`config.mk`:
```
export PLATFORM = sky130hd
export DESIGN_NAME = telegram_frame_receiver_top_flat
export DESIGN_NICKNAME = d
export VERILOG_FILES = /design/src/design/tfr_pkg.sv /design/src/design/tfr_channels.sv /design/src/design/tfr_regs.sv /design/src/design/telegram_frame_receiver_top.sv /design/src/flat_wrapper.sv
export VERILOG_INCLUDE_DIRS = /design/src /design/src/design
export SDC_FILE = /design/constraint.sdc
export NUM_CORES = 1
export LEC_CHECK = 0
export ABC_CLOCK_PERIOD_IN_PS = 5540
export BUFFER_PORTS_ARGS = -buffer_cell sky130_fd_sc_hd__buf_2
export CORE_AREA = 8 8 127 129
export CTS_BUF_LIST = sky130_fd_sc_hd__clkbuf_16
export DETAILED_ROUTE_END_ITERATION = 8
export DIE_AREA = 0 0 135 137
export PLACE_DENSITY_LB_ADDON = 0.3
export SLEW_MARGIN = 30
export SYNTH_ARGS = -nofsm -noshare
export SYNTH_HDL_FRONTEND = slang
export SYNTH_SLANG_ARGS = --single-unit
```
`constraint.sdc`:
```
create_clock -name clk -period 5.54 [get_ports clk]
set_clock_uncertainty 0.2 [all_clocks]
set_input_delay 0.554 -clock clk [delete_from_list [all_inputs] [get_ports clk]]
set_output_delay 0.554 -clock clk [all_outputs]
set_load 0.01 [all_outputs]
```
`src/design/assert_macros.svh`:
```
// ----------------------------------------------------------------------------
// Assertion macros
// Shared macros for concurrent assertions on a clocked, reset-qualified design.
// ----------------------------------------------------------------------------
`ifndef ASSERT_MACROS_SVH
`define ASSERT_MACROS_SVH

// Checks that a property holds at every rising clock edge out of reset.
`define ASSERT_CLK(label, clk, rst_n, prop, msg) \
	label: assert property (@(posedge clk) disable iff (!rst_n) (prop)) \
		else $error(msg);

// Checks that a condition never holds at a rising clock edge out of reset.
`define ASSERT_NEVER(label, clk, rst_n, cond, msg) \
	label: assert property (@(posedge clk) disable iff (!rst_n) !(cond)) \
		else $error(msg);

`endif

```
`src/design/tfr_pkg.sv`:
```
// ----------------------------------------------------------------------------
// Telegram frame receiver package
// Types, codes and the CRC-16/MODBUS byte update shared by the design files.
// ----------------------------------------------------------------------------
`default_nettype none

package tfr_pkg;

	localparam int unsigned ADDR_W = 4;
	localparam logic [15:0] CRC_INIT = 16'hFFFF;
	localparam logic [15:0] CRC_POLY = 16'hA001;
	localparam logic [15:0] MAX_LEN_RESET = 16'd512;
	localparam logic [16:0] FRAME_OVERHEAD = 17'd7;

	typedef enum logic [1:0] {
		REG_HEAD = 2'd0,
		REG_SYNC = 2'd1,
		REG_END  = 2'd2,
		REG_MAXLEN = 2'd3
	} reg_idx_t;

	typedef enum logic [2:0] {
		PH_HUNT   = 3'd0,
		PH_LEN_LO = 3'd1,
		PH_LEN_HI = 3'd2,
		PH_SYNC   = 3'd3,
		PH_MSG    = 3'd4,
		PH_CRC_LO = 3'd5,
		PH_CRC_HI = 3'd6,
		PH_END    = 3'd7
	} phase_t;

	typedef enum logic [2:0] {
		ERR_NONE = 3'd0,
		ERR_SYNC = 3'd1,
		ERR_LEN  = 3'd2,
		ERR_END  = 3'd3,
		ERR_CRC  = 3'd4
	} err_t;

	typedef struct packed {
		logic [7:0]  head_marker;
		logic [7:0]  sync_marker;
		logic [7:0]  end_marker;
		logic [15:0] max_length;
	} cfg_t;

	function automatic logic [15:0] crc16_byte(input logic [15:0] crc_in,
		input logic [7:0] data);
		logic [15:0] c;
		c = crc_in ^ {8'h00, data};
		for (int k = 0; k < 8; k++) begin
			if (c[0]) begin
				c = (c >> 1) ^ CRC_POLY;
			end else begin
				c = c >> 1;
			end
		end
		return c;
	endfunction

endpackage

`default_nettype wire

```
`src/design/tfr_channels.sv`:
```
// ----------------------------------------------------------------------------
// Telegram frame receiver channels
// Valid/ready channels for received bytes and for per-byte results.
// ----------------------------------------------------------------------------
`default_nettype none

interface tfr_byte_if;
	logic       valid;
	logic       ready;
	logic [7:0] rx_byte;

	modport source (output valid, output rx_byte, input ready);
	modport sink (input valid, input rx_byte, output ready);
endinterface

interface tfr_result_if;
	logic        valid;
	logic        ready;
	logic [7:0]  out_byte;
	logic        message_byte;
	logic        frame_end;
	logic        frame_good;
	logic [2:0]  error_code;
	logic [16:0] frame_length;

	modport source (output valid, output out_byte, output message_byte,
		output frame_end, output frame_good, output error_code,
		output frame_length, input ready);
	modport sink (input valid, input out_byte, input message_byte,
		input frame_end, input frame_good, input error_code,
		input frame_length, output ready);
endinterface

`default_nettype wire

```
`src/design/tfr_regs.sv`:
```
// ----------------------------------------------------------------------------
// Telegram frame receiver register file
// APB-style configuration registers for the frame markers and length limit.
// ----------------------------------------------------------------------------
`default_nettype none

module tfr_regs (
	input  wire logic                       clk,
	input  wire logic                       arst_n,
	input  wire logic                       psel,
	input  wire logic                       penable,
	input  wire logic                       pwrite,
	input  wire logic [tfr_pkg::ADDR_W-1:0] paddr,
	input  wire logic [31:0]                pwdata,
	output logic [31:0]                     prdata,
	output logic                            pready,
	output tfr_pkg::cfg_t                   cfg
);
	import tfr_pkg::*;

	cfg_t     cfg_q;
	reg_idx_t idx;
	logic     wr_en;

	assign idx = reg_idx_t'(paddr[3:2]);
	assign wr_en = psel && penable && pwrite;
	assign pready = 1'b1;
	assign cfg = cfg_q;

	always_ff @(posedge clk or negedge arst_n) begin
		if (!arst_n) begin
			cfg_q.head_marker <= 8'h00;
			cfg_q.sync_marker <= 8'h00;
			cfg_q.end_marker <= 8'h00;
			cfg_q.max_length <= MAX_LEN_RESET;
		end else if (wr_en) begin
			case (idx)
				REG_HEAD:   cfg_q.head_marker <= pwdata[7:0];
				REG_SYNC:   cfg_q.sync_marker <= pwdata[7:0];
				REG_END:    cfg_q.end_marker <= pwdata[7:0];
				REG_MAXLEN: cfg_q.max_length <= pwdata[15:0];
				default:    cfg_q <= cfg_q;
			endcase
		end
	end

	always_comb begin
		case (idx)
			REG_HEAD:   prdata = {24'h0, cfg_q.head_marker};
			REG_SYNC:   prdata = {24'h0, cfg_q.sync_marker};
			REG_END:    prdata = {24'h0, cfg_q.end_marker};
			REG_MAXLEN: prdata = {16'h0, cfg_q.max_length};
			default:    prdata = 32'h0;
		endcase
	end

endmodule

`default_nettype wire

```
`src/design/telegram_frame_receiver_top.sv`:
```
// ----------------------------------------------------------------------------
// Telegram frame receiver
// Hunts for framed telegrams in a byte stream, checks sync, length, end byte
// and CRC-16/MODBUS, and echoes every byte with its message flag and verdict.
// A byte accepted into the input register has its result registered in the
// output register and offered on the result channel.
// Throughput: one byte per cycle while the result channel is ready; the path
// between registers is one eight-step CRC byte update plus frame-state decode.
// Reset: asynchronous; phase returns to hunting, markers to zero, max length
// to 512. Nothing needs a clearing pass.
// ----------------------------------------------------------------------------
`default_nettype none

module telegram_frame_receiver_top (
	input  wire logic                       clk,
	input  wire logic                       arst_n,
	tfr_byte_if.sink                        rx,
	tfr_result_if.source                    res,
	input  wire logic                       psel,
	input  wire logic                       penable,
	input  wire logic                       pwrite,
	input  wire logic [tfr_pkg::ADDR_W-1:0] paddr,
	input  wire logic [31:0]                pwdata,
	output logic [31:0]                     prdata,
	output logic                            pready
);
	import tfr_pkg::*;

	cfg_t cfg;

	logic        v_s1;
	logic [7:0]  byte_s1;
	logic        v_s2;
	logic [7:0]  byte_s2;
	logic        msg_s2;
	logic        end_s2;
	logic        good_s2;
	err_t        err_s2;
	logic [16:0] flen_s2;

	phase_t      phase_q;
	phase_t      phase_d;
	logic [15:0] len_q;
	logic [15:0] len_d;
	logic [15:0] left_q;
	logic [15:0] left_d;
	logic [15:0] crc_q;
	logic [15:0] crc_d;
	logic [7:0]  crc_lo_q;
	logic [7:0]  crc_lo_d;
	logic        crc_ok_q;
	logic        crc_ok_d;

	logic        msg;
	logic        fend;
	logic        good;
	err_t        err;
	logic [16:0] flen;
	logic        adv;

	tfr_regs u_regs (
		.clk     (clk),
		.arst_n  (arst_n),
		.psel    (psel),
		.penable (penable),
		.pwrite  (pwrite),
		.paddr   (paddr),
		.pwdata  (pwdata),
		.prdata  (prdata),
		.pready  (pready),
		.cfg     (cfg)
	);

	assign adv = v_s1 && (!v_s2 || res.ready);
	assign rx.ready = !v_s1 || adv;

	always_ff @(posedge clk or negedge arst_n) begin
		if (!arst_n) begin
			v_s1 <= 1'b0;
			v_s2 <= 1'b0;
		end else begin
			if (rx.valid && rx.ready) begin
				v_s1 <= 1'b1;
			end else if (adv) begin
				v_s1 <= 1'b0;
			end
			if (adv) begin
				v_s2 <= 1'b1;
			end else if (res.ready) begin
				v_s2 <= 1'b0;
			end
		end
	end

	always_ff @(posedge clk) begin
		if (rx.valid && rx.ready) begin
			byte_s1 <= rx.rx_byte;
		end
		if (adv) begin
			byte_s2 <= byte_s1;
			msg_s2 <= msg;
			end_s2 <= fend;
			good_s2 <= good;
			err_s2 <= err;
			flen_s2 <= flen;
		end
	end

	always_ff @(posedge clk or negedge arst_n) begin
		if (!arst_n) begin
			phase_q <= PH_HUNT;
			len_q <= 16'h0;
			left_q <= 16'h0;
			crc_q <= CRC_INIT;
			crc_lo_q <= 8'h0;
			crc_ok_q <= 1'b0;
		end else if (adv) begin
			phase_q <= phase_d;
			len_q <= len_d;
			left_q <= left_d;
			crc_q <= crc_d;
			crc_lo_q <= crc_lo_d;
			crc_ok_q <= crc_ok_d;
		end
	end

	// Next frame state for the byte in the input register.
	always_comb begin
		phase_d = phase_q;
		len_d = len_q;
		left_d = left_q;
		crc_d = crc_q;
		crc_lo_d = crc_lo_q;
		crc_ok_d = crc_ok_q;
		case (phase_q)
			PH_HUNT: begin
				if (byte_s1 == cfg.head_marker) begin
					crc_d = CRC_INIT;
					len_d = 16'h0;
					left_d = 16'h0;
					crc_lo_d = 8'h0;
					crc_ok_d = 1'b0;
					phase_d = PH_LEN_LO;
				end
			end
			PH_LEN_LO: begin
				len_d = {8'h00, byte_s1};
				phase_d = PH_LEN_HI;
			end
			PH_LEN_HI: begin
				len_d = {byte_s1, len_q[7:0]};
				phase_d = PH_SYNC;
			end
			PH_SYNC: begin
				if (byte_s1 != cfg.sync_marker || len_q > cfg.max_length) begin
					phase_d = PH_HUNT;
				end else begin
					left_d = len_q;
					phase_d = (len_q == 16'h0) ? PH_CRC_LO : PH_MSG;
				end
			end
			PH_MSG: begin
				crc_d = crc16_byte(crc_q, byte_s1);
				left_d = left_q - 16'd1;
				if (left_q == 16'd1) begin
					phase_d = PH_CRC_LO;
				end
			end
			PH_CRC_LO: begin
				crc_lo_d = byte_s1;
				phase_d = PH_CRC_HI;
			end
			PH_CRC_HI: begin
				crc_ok_d = ({byte_s1, crc_lo_q} == crc_q);
				phase_d = PH_END;
			end
			PH_END: begin
				phase_d = PH_HUNT;
			end
			default: begin
				phase_d = PH_HUNT;
			end
		endcase
	end

	// Result fields for the byte in the input register.
	always_comb begin
		msg = 1'b0;
		fend = 1'b0;
		good = 1'b0;
		err = ERR_NONE;
		flen = 17'h0;
		case (phase_q)
			PH_SYNC: begin
				if (byte_s1 != cfg.sync_marker) begin
					fend = 1'b1;
					err = ERR_SYNC;
				end else if (len_q > cfg.max_length) begin
					fend = 1'b1;
					err = ERR_LEN;
				end
			end
			PH_MSG: begin
				msg = 1'b1;
			end
			PH_END: begin
				fend = 1'b1;
				if (byte_s1 != cfg.end_marker) begin
					err = ERR_END;
				end else if (!crc_ok_q) begin
					err = ERR_CRC;
				end else begin
					good = 1'b1;
					flen = {1'b0, len_q} + FRAME_OVERHEAD;
				end
			end
			default: begin
				msg = 1'b0;
			end
		endcase
	end

	assign res.valid = v_s2;
	assign res.out_byte = byte_s2;
	assign res.message_byte = msg_s2;
	assign res.frame_end = end_s2;
	assign res.frame_good = good_s2;
	assign res.error_code = err_s2;
	assign res.frame_length = flen_s2;

	`include "assert_macros.svh"

	`ASSERT_CLK(a_good_is_clean_end, clk, arst_n,
		res.valid && res.frame_good |->
			res.frame_end && res.error_code == ERR_NONE && res.frame_length != 17'h0,
		"Good frame without a clean frame end.")
	`ASSERT_NEVER(a_msg_not_end, clk, arst_n,
		res.valid && res.message_byte && res.frame_end,
		"Message byte flagged as frame end.")
	`ASSERT_CLK(a_end_returns_to_hunt, clk, arst_n,
		adv && fend |=> phase_q == PH_HUNT,
		"Frame end did not return to hunting.")

endmodule

`default_nettype wire

```
`src/flat_wrapper.sv`:
```
// flat-port wrapper written by rule: the top's interface ports become plain ports
module telegram_frame_receiver_top_flat import tfr_pkg::*;
  (clk, arst_n, psel, penable, pwrite, paddr, pwdata, prdata, pready, rx_valid, rx_rx_byte, rx_ready, res_valid, res_out_byte, res_message_byte, res_frame_end, res_frame_good, res_error_code, res_frame_length, res_ready);
  tfr_byte_if rx_i ();
  tfr_result_if res_i ();
  input  wire logic clk;
  input  wire logic arst_n;
  input  wire logic psel;
  input  wire logic penable;
  input  wire logic pwrite;
  input  wire logic [tfr_pkg::ADDR_W-1:0] paddr;
  input  wire logic [31:0] pwdata;
  output logic [31:0] prdata;
  output logic pready;
  input wire logic [$bits(rx_i.valid)-1:0] rx_valid;
  input wire logic [$bits(rx_i.rx_byte)-1:0] rx_rx_byte;
  output wire logic [$bits(rx_i.ready)-1:0] rx_ready;
  output wire logic [$bits(res_i.valid)-1:0] res_valid;
  output wire logic [$bits(res_i.out_byte)-1:0] res_out_byte;
  output wire logic [$bits(res_i.message_byte)-1:0] res_message_byte;
  output wire logic [$bits(res_i.frame_end)-1:0] res_frame_end;
  output wire logic [$bits(res_i.frame_good)-1:0] res_frame_good;
  output wire logic [$bits(res_i.error_code)-1:0] res_error_code;
  output wire logic [$bits(res_i.frame_length)-1:0] res_frame_length;
  input wire logic [$bits(res_i.ready)-1:0] res_ready;
  assign rx_i.valid = rx_valid;
  assign rx_i.rx_byte = rx_rx_byte;
  assign rx_ready = rx_i.ready;
  assign res_valid = res_i.valid;
  assign res_out_byte = res_i.out_byte;
  assign res_message_byte = res_i.message_byte;
  assign res_frame_end = res_i.frame_end;
  assign res_frame_good = res_i.frame_good;
  assign res_error_code = res_i.error_code;
  assign res_frame_length = res_i.frame_length;
  assign res_i.ready = res_ready;
  telegram_frame_receiver_top u_core (.clk(clk), .arst_n(arst_n), .rx(rx_i), .res(res_i), .psel(psel), .penable(penable), .pwrite(pwrite), .paddr(paddr), .pwdata(pwdata), .prdata(prdata), .pready(pready));
endmodule
```
==> flow_summary_export.csv <==
group,metric,value,unit
yosys,syn-instance-count,654,
pwr,power_density,520.0,nW/µm²
sta,timing.slew.headroom,41.78,%
critical_path,cp_cell_sequence,"ha_1 -> nand4_1 -> nor4_1 -> a21boi_1 -> o41a_1 -> o21ai_4 -> mux2_4",
final_layout,n_antenna_cell,0,
clock_tree,post_cts_buffers,0,
critical_path,r2r-end,"u_core.left_q[5]",
yosys,synth_area,7576,µm²
die,core_area,14200,µm²
critical_path,worst_ep_arrival_time,3.26,ns
grt,grt_max_degree,63,
critical_path,crit_path_start,"u_core.len_q[14]",
sta,tns,0,ns
pwr,p_total,4504,µW
pwr,pwr-share-comb,33.6,%
pwr,p_sw_share,35.19,%
place,gp_congestion,0.8455,
yosys,synth_area_leaders,"dfrtp_1 28%, edfxtp_1 15%, xnor2_1 6.2%",
drt,first_iter_violations,343,
critical_path,r2r-start,"u_core.len_q[14]",
yosys,ys_seq_area_share,49.43,%
die,rows,44,
sta,worst_hold_slack,0.1033,ns
run_status,status,"complete, no violations",
clock_tree,cts_buffer_depth,2,
yosys,synth_top_area_cell,"dfrtp_1",
pwr,net-switching-power,1585,µW
worst_hold_path,hold_path.class,"in -> reg",
final_layout,nets,801,
yosys,ys_warn_count,0,
drt,vias_per_cell,5.749,
critical_path,crit_path_max_incr_delay,0.55,ns
die,die_area,18500,µm²
worst_hold_path,holdPathStages,1,
grt,overflow,0,
grt,grt_pass1_wl,28.80,mm
final_layout,mostFrequentLayoutCell,"dfrtp_1",
pwr,clockPowerShare,27.1,%
worst_hold_path,hold_end,"u_core.byte_s1[3]",
sta,hold_viol_final,0,
sta,fmaxAchievable,316.1,MHz
die,io_pins,117,
grt,grt_pass1_vias,5444,
critical_path,critPathMaxFanout,12,
drt,wl,18.01,mm
place,dpl_cell_area,8013,µm²
place,hpwlAfterDp,12.61,mm
critical_path,cp-start-kind,"flip-flop",
critical_path,crit_required,5.64,ns
drt,drt_pass1_iterations,4,
run,maxCapViolCount,0,
critical_path,worst_r2r_path_depth,7,
drt,remaining_drc_errors,0,
grt,antenna_found_initial,0,
clock_tree,cts-root-buf,"clkbuf_16",
final_layout,areaGrowthSynthToFinish,14.32,%
clock_tree,cts_tree,"done",
clock_tree,path_clk_slew,0.06,ns
yosys,syn_area_per_cell,11.58,µm²
yosys,synthFlopType,"dfrtp_1",
grt,grt.total_usage,20.15,%
final_layout,layout-drive-gt1-share,25.71,%
critical_path,rrSetupSlack,2.38,ns
final_layout,final_cell_mix,"85 x dfrtp_1, 80 x buf_2, 59 x nand2_1, 54 x xnor2_1, 39 x edfxtp_1",
pwr,intPower,2919,µW
clock_tree,ctsResizeCount,0,
critical_path,cp_slowest_cell,"o41a_1",
drt,ant_nets,0,
pwr,p_leak,0.003626,µW
die,fp.dieW,135,µm
clock_tree,cts_made_buffers,17,
sta,drv_slew,0,
drt,wl_per_cell,19.43,µm
yosys,synth_cell_types,65,
final_layout,fin_util,60.98,%
yosys,ys_async_sr_fraction,72.34,%
pwr,irDropWorstVdd,322.6,µV
clock_tree,insertion_delay,0.42,ns
die,start_util,53.34,%
place,port_buffers,81,
clock_tree,cts.sinks,141,
pwr,seqPwrFrac,39.3,%
die,die_y,137,µm
sta,worstMarginPinSlew,0.8701,ns
critical_path,crit_type,"reg -> reg",
critical_path,endpoint_kind,"flip-flop",
clock_tree,htreeDepth,4,
yosys,synth_top_area_share,28.08,%
drt,vias,5329,
yosys,ys_ff_latch,141,
sta,rsz0062_at_grt,"false",
yosys,synth_edf_count,39,
worst_hold_path,hp-start,"rx_rx_byte[3]",
sta,setup_viol,0,
sta,period_minus_slack,3.164,ns
sta,finalCritPeriodShare,57.11,%
final_layout,stdcell_area,8661,µm²
==> area by class of cell <==
cell class,count,area (µm²)
fillers,1122,5543
clock inverters,15,206.4
repair buffers,84,432.9
well taps,184,230.2
multi-input cells,454,3501
flip-flops and latches,141,3745
inverters,32,120.1
clock buffers,17,425.4
==> how the worst max path moves through the flow <==
stage,to,slack (ns),depth (start not counted)
finish,u_core.left_q[5],2.38,7
global route,u_core.left_q[15],2.19,7
global placement,u_core.crc_lo_q[3],2.38,8
CTS,u_core.left_q[14],2.39,7
floorplan,u_core.res.frame_end,2.94,8
detailed placement,u_core.crc_lo_q[0],2.28,8
==> cell usage after synthesis, types with 3 or more instances <==
cell type / number
a21oi_1: 14
a22o_1: 18
a22oi_1: 3
a2bb2oi_1: 8
and2_1: 3
buf_2: 4
buf_4: 20
buf_6: 5
clkbuf_1: 11
dfrtp_1: 85
dfstp_2: 17
edfxtp_1: 39
ha_1: 20
inv_1: 31
mux2_2: 25
mux2_4: 8
mux2i_1: 10
mux4_2: 8
nand2_1: 59
nand2b_1: 4
nand3_1: 11
nand4_1: 15
nand4b_1: 3
nor2_1: 39
nor2b_1: 3
nor3_1: 8
nor4_1: 10
o211ai_1: 12
o21a_1: 3
o21ai_0: 26
o22a_1: 8
or3_1: 4
xnor2_1: 54
xnor2_2: 6
xor2_1: 21
==> cell families after synthesis <==
family | after synthesis | synth area share (%)
compound gates | 106 | 10.09
xor+xnor | 83 | 10.49
buf+inv | 74 | 5.219
fa+ha+maj | 20 | 3.303
simple gates | 177 | 12.37
other cells | 2 | 0.09913
mux | 51 | 9.001
flops | 141 | 49.43
==> metal layers <==
metal	share of wire, %	GRT usage [%]	wire length (µm)	up-vias
met4	2.0	8.513	354	0
met3	5.3	4.809	960	31
li1	-	-	-	2466
met5	0	0	0	-
met2	49	32.84	8751	153
met1	44	25.27	7947	2679
==> through the flow <==
| step | std cells | setup WS, ns |
|---|---|---|
| 2_1_floorplan | 669 | 2.938 |
| 3_3_place_gp | 894 | 2.376 |
| 3_5_place_dp | 894 | 2.280 |
| 4_1_cts | 927 | 2.391 |
| 5_1_grt | 927 | 2.190 |
| 6_report | 927 | 2.376 |
==> what timing repair did <==
item	in CTS	in global routing
setup endpoints to repair	0	0
hold buffers	1	0
endpoints found under the hold margin	39	0
==> registers in the layout, summed over array words and instances, names as in the netlist, 8 cells and up <==
name / cells
u_core.res.out_byte: 8
u_core.res.frame_length: 17
u_core.crc_lo_q: 8
u_core.byte_s1: 8
u_core.crc_q: 16
u_core.u_regs.cfg: 40
u_core.left_q: 16
u_core.len_q: 16
==> power groups by stage <==
stage	Clock (µW)	Combinational, µW	Sequential (µW)
final	1220	1520	1770
after global routing	1280	1680	1800
after CTS	1230	1510	1760
after detailed placement	0	1500	1770
after global placement	0	1450	1750
after floorplan	0	1280	1590
==> worst max-delay path: cells and delay by family, from the launching register on <==
kind            cells  cell delay (ns)
simple gates        2             0.55
compound gates      3             1.04
mux                 1             0.35
fa+ha+maj           1             0.39
flops               1             0.51
No activity file was read; power rests on OpenSTA's default activity.
